<file path="src/rtl/core/sird_pkg.sv">
package sird_pkg;

    localparam int MAX_RADIX  = 16;
    localparam int MAX_DIGITS = 32;

    localparam int DIGIT_W = 4;
    localparam int COUNT_W = $clog2(MAX_DIGITS) + 1;
    localparam int ADDR_W  = $clog2(MAX_DIGITS);
    localparam int MAG_W   = 32;

    localparam logic [7:0] SYM_MIN   = 8'd33;
    localparam logic [7:0] SYM_MAX   = 8'd126;
    localparam logic [7:0] SYM_PLUS  = 8'd43;
    localparam logic [7:0] SYM_MINUS = 8'd45;

    // configuration register indexes
    localparam logic [1:0] REG_RADIX  = 2'd0;
    localparam logic [1:0] REG_SYM_LO = 2'd1;
    localparam logic [1:0] REG_SYM_HI = 2'd2;

    typedef enum logic [2:0] {
        ST_IDLE,
        ST_CHECK,
        ST_DIVIDE,
        ST_SIGN,
        ST_READ,
        ST_LOAD
    } t_state;

    // divider result, valid in the cycle done is high
    typedef struct packed {
        logic               done;
        logic [MAG_W-1:0]   quot;
        logic [DIGIT_W-1:0] rem;
    } t_div_res;

    function automatic logic [7:0] symbol_of(input logic [63:0] lo, input logic [63:0] hi,
                                             input logic [3:0] d);
        logic [5:0] sh;
        sh = {d[2:0], 3'b000};
        if (d[3]) begin
            return hi[sh +: 8];
        end
        return lo[sh +: 8];
    endfunction

endpackage

</file>
<file path="src/rtl/core/signed_integer_to_radix_digits.sv">
// Converts a signed 32-bit value to text in a configured radix (2 to 16) and
// sends it one character per output transfer, most significant digit first,
// with o_last on the final character. Negative values start with '-'. The
// digit alphabet lives in r_sym_lo / r_sym_hi, one byte per digit; if
// the radix is below two or above 16, or a symbol in use is outside 33..126,
// is '+' or '-', or repeats, the value is swallowed with no output. One value
// at a time: o_stall is high from the cycle after the input transfer until
// the last character is in the output register or the value is swallowed. Per
// value, the block takes it, checks the alphabet symbols in use one by one,
// runs the shared bit-serial divider once per digit (one quotient bit per
// cycle), then reads the digit memory back in reverse and loads the output
// register, after a minus sign for a negative value; output stalls hold the
// readout. Configuration must only be written while the block is idle.
module signed_integer_to_radix_digits (
    input  logic        i_clk,
    input  logic        i_rst_n,
    // configuration write port
    input  logic        i_cfg_we,
    input  logic [1:0]  i_cfg_index,
    input  logic [63:0] i_cfg_data,
    // input channel
    input  logic        i_valid,
    output logic        o_stall,
    input  logic [31:0] i_value,
    // output channel
    output logic        o_valid,
    input  logic        i_stall,
    output logic [7:0]  o_character,
    output logic        o_last
);

    // configuration registers
    logic [4:0]  r_radix;
    logic [63:0] r_sym_lo;
    logic [63:0] r_sym_hi;

    // sequencer
    sird_pkg::t_state r_state, n_state;
    logic [3:0]                   r_idx, n_idx;
    logic                         r_neg, n_neg;
    logic [sird_pkg::MAG_W-1:0]   r_mag, n_mag;
    logic [sird_pkg::COUNT_W-1:0] r_count, n_count;

    // output register
    logic       r_out_valid, n_out_valid;
    logic [7:0] r_char, n_char;
    logic       r_last, n_last;
    logic       slot_free;

    // digit memory
    logic [sird_pkg::DIGIT_W-1:0] r_mem [sird_pkg::MAX_DIGITS];
    logic [sird_pkg::DIGIT_W-1:0] r_rd_data;
    logic                         mem_we;
    logic [sird_pkg::ADDR_W-1:0]  wr_addr;
    logic [sird_pkg::ADDR_W-1:0]  rd_addr;

    // shared units
    logic                       div_start;
    logic [sird_pkg::MAG_W-1:0] div_dividend;
    sird_pkg::t_div_res         div_res;
    logic                       sym_bad;
    logic                       radix_bad;

    sird_alpha_check u_alpha_check (
        .i_sym_lo (r_sym_lo),
        .i_sym_hi (r_sym_hi),
        .i_radix  (r_radix),
        .i_idx    (r_idx),
        .o_bad    (sym_bad)
    );

    sird_divider u_divider (
        .i_clk      (i_clk),
        .i_rst_n    (i_rst_n),
        .i_start    (div_start),
        .i_dividend (div_dividend),
        .i_divisor  (r_radix),
        .o_res      (div_res)
    );

    // configuration writes, unknown index ignored
    always_ff @(posedge i_clk) begin
        if (!i_rst_n) begin
            r_radix  <= '0;
            r_sym_lo <= '0;
            r_sym_hi <= '0;
        end else if (i_cfg_we) begin
            case (i_cfg_index)
                sird_pkg::REG_RADIX:  r_radix  <= i_cfg_data[4:0];
                sird_pkg::REG_SYM_LO: r_sym_lo <= i_cfg_data;
                sird_pkg::REG_SYM_HI: r_sym_hi <= i_cfg_data;
                default: ;
            endcase
        end
    end

    assign radix_bad = (r_radix < 5'd2) || (r_radix > 5'(sird_pkg::MAX_RADIX));
    assign slot_free = !r_out_valid || !i_stall;
    assign wr_addr   = r_count[sird_pkg::ADDR_W-1:0];
    assign rd_addr   = 5'(r_count - 6'd1);

    always_comb begin
        n_state      = r_state;
        n_idx        = r_idx;
        n_neg        = r_neg;
        n_mag        = r_mag;
        n_count      = r_count;
        n_out_valid  = r_out_valid && i_stall;
        n_char       = r_char;
        n_last       = r_last;
        div_start    = 1'b0;
        div_dividend = r_mag;
        mem_we       = 1'b0;
        case (r_state)
            sird_pkg::ST_IDLE: begin
                if (i_valid) begin
                    n_neg   = i_value[31];
                    n_mag   = i_value[31] ? (32'd0 - i_value) : i_value;
                    n_idx   = '0;
                    n_state = sird_pkg::ST_CHECK;
                end
            end
            sird_pkg::ST_CHECK: begin
                // one alphabet symbol per cycle
                if (radix_bad || sym_bad) begin
                    n_state = sird_pkg::ST_IDLE;
                end else if ({1'b0, r_idx} == r_radix - 5'd1) begin
                    n_count   = '0;
                    div_start = 1'b1;
                    n_state   = sird_pkg::ST_DIVIDE;
                end else begin
                    n_idx = r_idx + 4'd1;
                end
            end
            sird_pkg::ST_DIVIDE: begin
                if (div_res.done) begin
                    mem_we  = 1'b1;
                    n_count = r_count + 6'd1;
                    n_mag   = div_res.quot;
                    if (div_res.quot == '0 ||
                        r_count == 6'(sird_pkg::MAX_DIGITS - 1)) begin
                        n_state = r_neg ? sird_pkg::ST_SIGN : sird_pkg::ST_READ;
                    end else begin
                        // next digit from the fresh quotient
                        div_dividend = div_res.quot;
                        div_start    = 1'b1;
                    end
                end
            end
            sird_pkg::ST_SIGN: begin
                if (slot_free) begin
                    n_out_valid = 1'b1;
                    n_char      = sird_pkg::SYM_MINUS;
                    n_last      = 1'b0;
                    n_state     = sird_pkg::ST_READ;
                end
            end
            sird_pkg::ST_READ: begin
                // memory read address presented this cycle
                n_state = sird_pkg::ST_LOAD;
            end
            sird_pkg::ST_LOAD: begin
                if (slot_free) begin
                    n_out_valid = 1'b1;
                    n_char      = sird_pkg::symbol_of(r_sym_lo, r_sym_hi, r_rd_data);
                    n_last      = (r_count == 6'd1);
                    n_count     = r_count - 6'd1;
                    n_state     = (r_count == 6'd1) ? sird_pkg::ST_IDLE : sird_pkg::ST_READ;
                end
            end
            default: begin
                n_state = sird_pkg::ST_IDLE;
            end
        endcase
    end

    always_ff @(posedge i_clk) begin
        if (!i_rst_n) begin
            r_state     <= sird_pkg::ST_IDLE;
            r_count     <= '0;
            r_idx       <= '0;
            r_out_valid <= 1'b0;
            r_neg       <= 1'b0;
            r_mag       <= '0;
        end else begin
            r_state     <= n_state;
            r_count     <= n_count;
            r_idx       <= n_idx;
            r_out_valid <= n_out_valid;
            r_neg       <= n_neg;
            r_mag       <= n_mag;
        end
        r_char <= n_char;
        r_last <= n_last;
    end

    // digit memory: one write port, one registered read port
    always_ff @(posedge i_clk) begin
        if (mem_we) begin
            r_mem[wr_addr] <= div_res.rem;
        end
        r_rd_data <= r_mem[rd_addr];
    end

    assign o_stall     = (r_state != sird_pkg::ST_IDLE);
    assign o_valid     = r_out_valid;
    assign o_character = r_char;
    assign o_last      = r_last;

endmodule

</file>
<file path="src/rtl/core/sird_divider.sv">
// restoring divider, one quotient bit per cycle
module sird_divider (
    input  logic                       i_clk,
    input  logic                       i_rst_n,
    input  logic                       i_start,
    input  logic [sird_pkg::MAG_W-1:0] i_dividend,
    input  logic [4:0]                 i_divisor,
    output sird_pkg::t_div_res         o_res
);

    logic [sird_pkg::MAG_W-1:0]   r_quot, n_quot;
    logic [sird_pkg::DIGIT_W-1:0] r_rem, n_rem;
    logic [4:0]                   r_cnt, n_cnt;
    logic                         r_busy, n_busy;
    logic                         r_done, n_done;
    logic [4:0]                   trial;
    logic                         fits;

    always_comb begin
        trial  = {r_rem, r_quot[sird_pkg::MAG_W-1]};
        fits   = trial >= i_divisor;
        n_quot = r_quot;
        n_rem  = r_rem;
        n_cnt  = r_cnt;
        n_busy = r_busy;
        n_done = 1'b0;
        if (i_start) begin
            n_quot = i_dividend;
            n_rem  = '0;
            n_cnt  = '0;
            n_busy = 1'b1;
        end else if (r_busy) begin
            n_quot = {r_quot[sird_pkg::MAG_W-2:0], fits};
            n_rem  = fits ? 4'(trial - i_divisor) : trial[3:0];
            n_cnt  = r_cnt + 5'd1;
            if (r_cnt == 5'(sird_pkg::MAG_W - 1)) begin
                n_busy = 1'b0;
                n_done = 1'b1;
            end
        end
    end

    always_ff @(posedge i_clk) begin
        if (!i_rst_n) begin
            r_busy <= 1'b0;
            r_done <= 1'b0;
            r_cnt  <= '0;
        end else begin
            r_busy <= n_busy;
            r_done <= n_done;
            r_cnt  <= n_cnt;
        end
        r_quot <= n_quot;
        r_rem  <= n_rem;
    end

    assign o_res.done = r_done;
    assign o_res.quot = r_quot;
    assign o_res.rem  = r_rem;

endmodule

</file>
<file path="src/rtl/core/sird_alpha_check.sv">
// flags symbol idx as unusable: out of range, a sign, or repeated later in the alphabet
module sird_alpha_check (
    input  logic [63:0] i_sym_lo,
    input  logic [63:0] i_sym_hi,
    input  logic [4:0]  i_radix,
    input  logic [3:0]  i_idx,
    output logic        o_bad
);

    logic [7:0] sym;

    always_comb begin
        sym   = sird_pkg::symbol_of(i_sym_lo, i_sym_hi, i_idx);
        o_bad = (sym < sird_pkg::SYM_MIN) || (sym > sird_pkg::SYM_MAX) ||
                (sym == sird_pkg::SYM_PLUS) || (sym == sird_pkg::SYM_MINUS);
        for (int j = 0; j < 16; j++) begin
            if ((4'(j) > i_idx) && (5'(j) < i_radix) &&
                (sird_pkg::symbol_of(i_sym_lo, i_sym_hi, 4'(j)) == sym)) begin
                o_bad = 1'b1;
            end
        end
    end

endmodule

</file>
<file path="config.mk">
export PLATFORM = sky130hd
export DESIGN_NAME = signed_integer_to_radix_digits
export DESIGN_NICKNAME = d
export VERILOG_FILES = /design/src/rtl/core/sird_pkg.sv /design/src/rtl/core/signed_integer_to_radix_digits.sv /design/src/rtl/core/sird_divider.sv /design/src/rtl/core/sird_alpha_check.sv
export SDC_FILE = /design/constraint.sdc
export NUM_CORES = 1
export LEC_CHECK = 0
export BUFFER_PORTS_ARGS = -buffer_cell sky130_fd_sc_hd__clkbuf_2
export CAP_MARGIN = 10
export CELL_PAD_IN_SITES_DETAIL_PLACEMENT = 2
export CELL_PAD_IN_SITES_GLOBAL_PLACEMENT = 2
export CORE_MARGIN = 1.5
export CORE_UTILIZATION = 40
export DETAILED_ROUTE_END_ITERATION = 10
export GPL_ROUTABILITY_DRIVEN = 0
export PLACE_DENSITY_LB_ADDON = 0.1
export SKIP_LAST_GASP = 1
export SLEW_MARGIN = 20
export SYNTH_ARGS = -nofsm -noshare
export SYNTH_HDL_FRONTEND = slang
export SYNTH_SLANG_ARGS = --single-unit
</file>
<file path="constraint.sdc">
create_clock -name i_clk -period 5.1 [get_ports i_clk]
set_input_delay 0.51 -clock i_clk [delete_from_list [all_inputs] [get_ports i_clk]]
set_output_delay 0.51 -clock i_clk [all_outputs]
set_load 0.01 [all_outputs]
</file>
Word-level counts from Yosys, hierarchy flattened --
Memory sizes are Yosys's and may differ from the RTL's. A register that Yosys moved wholly into a read port is not among the register bits. Index checks and enable logic that the tools add are counted.
Storage, ports and cells: bits in writable memories 128, memories kept 1, bits in registers 232
Memories:
- r_mem | depth 32, width 4, read ports 1, clocked after memory_dff 1, write ports 1, RTL line signed_integer_to_radix_digits.sv:51 | logic [sird_pkg::DIGIT_W-1:0] r_mem [sird_pkg::MAX_DIGITS];
Operators by class: shifts and indexed selects 4, $lt $le $gt $ge 37, equal/unequal tests 39, bitwise operators 2, $add $sub $neg 7, multiplexer cells 74, reduce and logical (&&, ||, !) cells 64
Operators with widths (number):
- 32-bit 2-to-1 mux | 8
- 64-bit by 7-bit variable part select with 8-bit output | 4
- 8-bit == test | 16
- 32-bit case mux with 2 select lines | 1
- 8-bit 2-to-1 mux | 6
- 4-bit by 5-bit < comparator with 1-bit output (first input constant) | 8
- 1-bit 2-to-1 mux | 36
- 1-bit logical AND | 33
- 4-bit greater-than comparator (first input constant) | 8
- 32-bit logical NOT | 1
- 1-bit by 32-bit subtractor with 32-bit output (first input constant) | 1
- 3-bit 2-to-1 mux | 9
- 6-bit 2-to-1 mux | 4
- 3-bit by 5-bit < comparator with 1-bit output (first input constant) | 4
- 3-bit case mux with 6 select lines | 1
- 6-bit case mux with 3 select lines | 1
- 8-bit by 6-bit == test with 1-bit output (second input constant) | 2
- 3-bit by 4-bit greater-than comparator with 1-bit output (first input constant) | 4
- 4-bit 2-to-1 mux | 4
- 8-bit case mux with 2 select lines | 1
- 2-bit inequality test (second input constant) | 7
- 1-bit by 5-bit < comparator with 1-bit output (first input constant) | 2
- 2-bit by 5-bit < comparator with 1-bit output (first input constant) | 2
- 2-bit AND reduction | 5
- other kinds (40) | 59

Depth between registers and ports, before layout --
word-level depth 28, gate-level depth with buffers 20, gate-level depth less buffers 13

Hierarchy --
A second synthesis with hierarchy kept.
Unflattened totals: cell total of the unflattened synthesis 1878, area total of the unflattened synthesis 19919.1 µm²
By module, submodules not included:
- signed_integer_to_radix_digits | area each 14933.1 µm², cells an instance 1402, times used 1
- sird_alpha_check | area each 2980.4 µm², cells an instance 337, times used 1
- sird_divider | area each 2005.7 µm², cells an instance 139, times used 1

Worst setup path after synthesis --
Ideal clock, no wire load.
path kind register to register, from register r_idx[0], to register u_divider.r_quot[0] (netlist name), enable pin, arrival 4293 ps, buffers on the path 3, stages on the path, launching flop included 15, setup time 391 ps, slack 416 ps, cell sequence dfxtp_1 -> buf_4 -> buf_8 -> mux2_2 -> mux4_2 -> and2_1 -> nor2_2 -> xnor2_1 -> a2111oi_0 -> a2111o_1 -> or4_4 -> or2_1 -> buf_6 -> nor3_1 -> o21a_1
Between the ends: word-level cells in the longest chain between the ends 28, elaborated cells between the ends (all ways) 99, classes of those cells order compare: 18; eq/ne: 20; shift: 2; mux: 21; reduce/logical: 38
Ends and longest elaborated chain:
- from (decl) | RTL line signed_integer_to_radix_digits.sv:39 | logic [3:0] r_idx, n_idx;
- from (signal assigned) | RTL line signed_integer_to_radix_digits.sv:188 | r_idx <= n_idx;
- 64-bit by 7-bit variable part select with 8-bit output | RTL line sird_pkg.sv:42 | return hi[sh +: 8];
- 8-bit 2-to-1 mux | RTL line sird_pkg.sv:41 | if (d[3]) begin
- 8-bit 2-to-1 mux | RTL line sird_pkg.sv:44 | return lo[sh +: 8];
- 8-bit by 6-bit < comparator with 1-bit output or 8-bit by 7-bit greater-than comparator with 1-bit output (tied branches) | RTL line sird_alpha_check.sv:14 | o_bad = (sym < sird_pkg::SYM_MIN) || (sym > sird_pkg::SYM_MAX) ||
- 1-bit logical OR (2 in series) | RTL line sird_alpha_check.sv:14
- 1-bit logical OR | RTL line sird_alpha_check.sv:15 | (sym == sird_pkg::SYM_PLUS) || (sym == sird_pkg::SYM_MINUS);
- 1-bit 2-to-1 mux (16 in series) | RTL line sird_alpha_check.sv:17 | if ((4'(j) > i_idx) && (5'(j) < i_radix) &&
- 1-bit logical OR | RTL line signed_integer_to_radix_digits.sv:125 | if (radix_bad || sym_bad) begin
- 1-bit 2-to-1 mux (*) | RTL line signed_integer_to_radix_digits.sv:125
- 1-bit case mux with 2 select lines (*) | RTL line signed_integer_to_radix_digits.sv:114 | case (r_state)
- 4-bit inequality test (no source line) or 2-bit nonzero test (tied branches)
- 2-bit AND reduction (no source line) (*)
- to (signal assigned) | RTL line sird_divider.sv:53 | r_quot <= n_quot;
- to (decl) | RTL line sird_divider.sv:11 | logic [sird_pkg::MAG_W-1:0] r_quot, n_quot;
Mark *: on every way between the ends. The rest lies on a longest branch, timed or not. The select of a mux whose other input is x is not followed. A chain may end at the register's enable or synchronous reset.

Worst setup path in the final report --
from register r_idx[1], to register u_divider.r_quot[23] (netlist name) (data pin)
Between the ends: word-level cells in the longest chain between the ends 27, elaborated cells between the ends (all ways) 97, classes of those cells order compare: 18; eq/ne: 19; shift: 2; mux: 22; reduce/logical: 36
Ends and longest elaborated chain:
- 64-bit by 7-bit variable part select with 8-bit output | RTL line sird_pkg.sv:42
- 8-bit 2-to-1 mux | RTL line sird_pkg.sv:41
- 8-bit 2-to-1 mux | RTL line sird_pkg.sv:44
- 8-bit by 6-bit < comparator with 1-bit output or 8-bit by 7-bit greater-than comparator with 1-bit output (tied branches) | RTL line sird_alpha_check.sv:14
- 1-bit logical OR (2 in series) | RTL line sird_alpha_check.sv:14
- 1-bit logical OR | RTL line sird_alpha_check.sv:15
- 1-bit 2-to-1 mux (16 in series) | RTL line sird_alpha_check.sv:17
- 1-bit logical OR | RTL line signed_integer_to_radix_digits.sv:125
- 1-bit 2-to-1 mux (*) | RTL line signed_integer_to_radix_digits.sv:125
- 1-bit case mux with 2 select lines (*) | RTL line signed_integer_to_radix_digits.sv:114
- 32-bit 2-to-1 mux (*) | RTL line sird_divider.sv:27 | if (i_start) begin
- via u_divider.n_quot, one bit | RTL line sird_divider.sv:11
Mark *: on every way through the listed nets, which the timed path passes. The rest lies on a longest branch. The select of a mux whose other input is x is not followed.

==> impl_metrics.ini <==
[hold_path]
hold_path_class = in -> reg
hold_end = r_sym_lo[58]$_SDFFE_PN0P_
hold_start = i_cfg_data[58]
holdPathStages = 3

[global_routing]
globalRouteOverflowTotal = 0
met2_usage_pct = 46.2
globalRouteMet1Util_pct = 42.2
grt_max_degree = 119
grt_pass1_wl_mm = 114
grt_use_total_pct = 29.7
grt_pass1_vias = 17632
busiest_layer = met2
use_met3_pct = 4.97
antenna_found_initial = 1

[yosys]
synth_compound_gate_area_share_pct = 13.3
muxShareOfSynthArea_pct = 16.0
ys_warn_count = 0
avgSynthCellArea_um2 = 10.2
syn_nets = 2092
syn-instance-count = 1969
synth_seq_area_share_pct = 44.7
synth-simple-area-share_pct = 15.7
async_flop_share_pct = 0
synth_edf_count = 169
ys_types = 87
synth_top_family_by_area = multiplexers
yosys_most_used_dff = dfxtp_1
ys_ff_latch = 364
synthAdderAreaFrac_pct = 1.28
synthXorXnorAreaFrac_pct = 5.46
netlist_area_mm2 = 0.0201

[placed_design]
place_hpwl_mm = 55.3
dp_slack_ns = 0.186
portBuffers = 113
numPlacedInstances = 2677

[sta]
maxSlewHeadroom_pct = 29.7
fin_setup_tns_ns = 0
fmax_mhz = 200
hold_viol_final = 0
worstMarginPinSlew_ns = 1.05
rsz0062_at_grt = no
finClkSkew_ns = 0.0299
setup_viol = 0
slew_viol_final = 0
layout_setup_ws_ns = 0.0911
period_share_pct = 98.2
period_needed_ns = 5.01

[floorplan]
die_h_um = 227
io_pins = 114
die-area_mm2 = 0.0515
dieWidth_um = 227
core_mm2 = 0.0493
rows = 81
initial_core_util_pct = 40.7

[setup_path]
crit_path_end_kind = register
r2r_slack_ns = 0.09
r2r_start = r_idx[1]$_SDFFE_PN0P_
cp_max_fo = 43
cp.depth = 12
crit_slowest_cell = nor2_1
cp.arrival_ns = 5.33
cpPeakStageDelay_ns = 0.58
required_ns = 5.42
rr_worst_depth = 12
rr_endpoint = u_divider.r_quot[23]$_DFFE_PP_
crit_chain = nor2_1, a22oi_1, nand3_1, a21boi_0, o221ai_1, nor4_1, a2111o_1, or4_4, or2_1, o31ai_4, buf_12, mux2_1
crit_family = simple AND/OR/NAND/NOR gates
timing_worst_setup_path_type = reg -> reg
start_kind = register
critPathBufInv = 1

[job]
maxCapViolations = 0

[run_status]
status = completed

[finish]
fin_cells = 2750
insertedDiodeCount = 0
num-nets-final = 2179
syn2layout_area_growth_pct = 13.4
drive_above_1_share_pct = 19.8
utilization_pct = 46.2

[power]
clkPwrFrac_pct = 43.1
leakagePower_nw = 7.93
p_sw_share_pct = 26.6
p_int_mw = 4.98
p_comb_share_pct = 10.0
seqPwrFrac_pct = 46.9
max-vdd-ir-drop_v = 0.000214
p_sw_mw = 1.80
power_density_mw_per_mm2 = 298

[routing]
wl_per_cell_um = 27.7
first_iter_violations = 1338
vias = 16779
via_per_inst = 6.10
first_pass_iters = 6
wl_mm = 76.1
ant_nets = 0
drc = 0

[clocking]
cts_tree = yes
post-cts-setup-buffers = 0
cts_max_level = 2
clk_latency_ns = 0.60
cts_inserted_buffers = 41
clk_pin_slew_ns = 0.06
clkSinkCount = 364
root_buffer = clkbuf_16
clockBufferDepth = 3
per-stage QoR:
| step | cell area [um2] | hold slack, ns | total power, mW |
|---|---|---|---|
| after detailed placement | 21400 | 0.454 | 3.91 |
| after CTS | 22700 | 0.122 | 6.84 |
| after global placement | 21400 | 0.436 | 3.88 |
| final | 22700 | 0.150 | 6.78 |
| after floorplan | 20100 | 0.428 | 3.63 |
| after global routing | 22700 | 0.158 | 7.00 |
placed cells by master (no fill, tap or decap), drive strengths merged, types with 31 or more instances in the layout:
cell type  synthesis  routed
dfxtp            195     195
xnor2             65      65
mux2              51      51
clkbuf            86     162
nor3              37      37
edfxtp           169     169
nand2            334     334
a211oi            31      31
buf               51      68
nor2             141     141
mux2i             41      41
o21ai             53      53
nand3             33      33
a21oi            203     203
mux4              95      95
xor2              60      60
cell families (layout without fill, tap and decap cells):
| group | count (synthesis) | after routing |
|---|---|---|
| AO/OA/AOI/OAI | 423 | 423 |
| XOR/XNOR | 125 | 125 |
| adder cells (fa/ha/maj) | 20 | 20 |
| buffers and inverters | 161 | 278 |
| flip-flops | 364 | 364 |
| multiplexers | 187 | 187 |
| AND/OR/NAND/NOR | 689 | 689 |
routing by layer:
metal	vias to the layer above	share of wire, %
li1	7396	-
met1	8663	45
met2	596	45
met3	122	6.4
met4	2	3.0
met5	-	0.018
sequential cells by signal (all words and copies together), names as in the netlist:
register / cells
u_divider.r_rem: 4
r_sym_hi: 64
u_divider.r_done: 1
r_radix: 5
r_state: 3
u_divider.r_quot: 32
o_character: 8
o_last: 1
o_valid: 1
r_sym_lo: 64
r_rd_data: 4
r_idx: 4
r_mag: 32
u_divider.r_cnt: 5
r_neg: 1
u_divider.r_busy: 1
r_mem: 128
r_count: 6
worst register-to-register path: cells and delay by family (launching register included):
kind                   cells  cell delay, ns
AOI/OAI and AO/OA          5            1.50
and+or+nand+nor            5            2.00
DFF                        1            0.51
muxes                      1            0.40
buffers and inverters      1            0.32
cell usage after synthesis (13+ instances only):
cell | count | area share [%]
nand2_1 | 332 | 6.2
a21oi_1 | 201 | 5.0
dfxtp_1 | 195 | 19
edfxtp_1 | 169 | 25
nor2_1 | 137 | 2.6
mux4_2 | 95 | 11
clkbuf_1 | 86 | 1.6
xnor2_1 | 65 | 2.8
xor2_1 | 60 | 2.6
o21ai_0 | 51 | 1.3
mux2i_1 | 40 | 2.0
nor3_1 | 36 | 0.90
nand3_1 | 33 | 0.82
a211oi_1 | 31 | 1.2
buf_1 | 25 | 0.47
mux2_2 | 22 | 1.2
nor4_1 | 22 | 0.69
inv_1 | 21 | 0.39
mux2_4 | 20 | 1.5
ha_1 | 19 | 1.2
nand2b_1 | 17 | 0.53
o211ai_1 | 16 | 0.60
nor2b_1 | 15 | 0.47
and2_1 | 14 | 0.44
nand4_1 | 14 | 0.44
o22ai_1 | 13 | 0.41
or3_1 | 13 | 0.41
repair_timing:
| item | 4_1_cts | 5_1_grt |
|---|---|---|
| setup endpoints to repair | 0 | 62 |
| gates resized for setup | 0 | 2 |
| hold buffers | 0 | 0 |
worst max path at each step:
stage | start | endpoint | slack (ns)
CTS | r_idx[0]$_SDFFE_PN0P_ | u_divider.r_quot[1]$_DFFE_PP_ | 0.13
finish | r_idx[1]$_SDFFE_PN0P_ | u_divider.r_quot[23]$_DFFE_PP_ | 0.09
global route | r_idx[1]$_SDFFE_PN0P_ | u_divider.r_quot[16]$_DFFE_PP_ | 0.03
floorplan | r_idx[0]$_SDFFE_PN0P_ | u_divider.r_quot[0]$_DFFE_PP_ | 0.42
detailed placement | r_idx[0]$_SDFFE_PN0P_ | u_divider.r_quot[1]$_DFFE_PP_ | 0.19
global placement | r_idx[0]$_SDFFE_PN0P_ | u_divider.r_quot[31]$_DFFE_PP_ | 0.33
layout make-up:
class,count,area (um2)
Clock buffer,49,1080
Clock inverter,24,230
Fill cell,5164,26500
Inverter,24,95.1
Multi-Input combinational cell,1444,10400
Sequential cell,364,8990
Tap cell,664,831
Timing Repair Buffer,181,1150
power by group through the flow:
stage | combinational [mW] | clock (mW) | sequential [mW]
2_1_floorplan | 0.441 | 0 | 3.19
3_3_place_gp | 0.645 | 0 | 3.23
3_5_place_dp | 0.673 | 0 | 3.24
4_1_cts | 0.678 | 2.98 | 3.17
5_1_grt | 0.736 | 3.08 | 3.18
6_report | 0.678 | 2.92 | 3.18
Power figures use the tool's default switching activity.
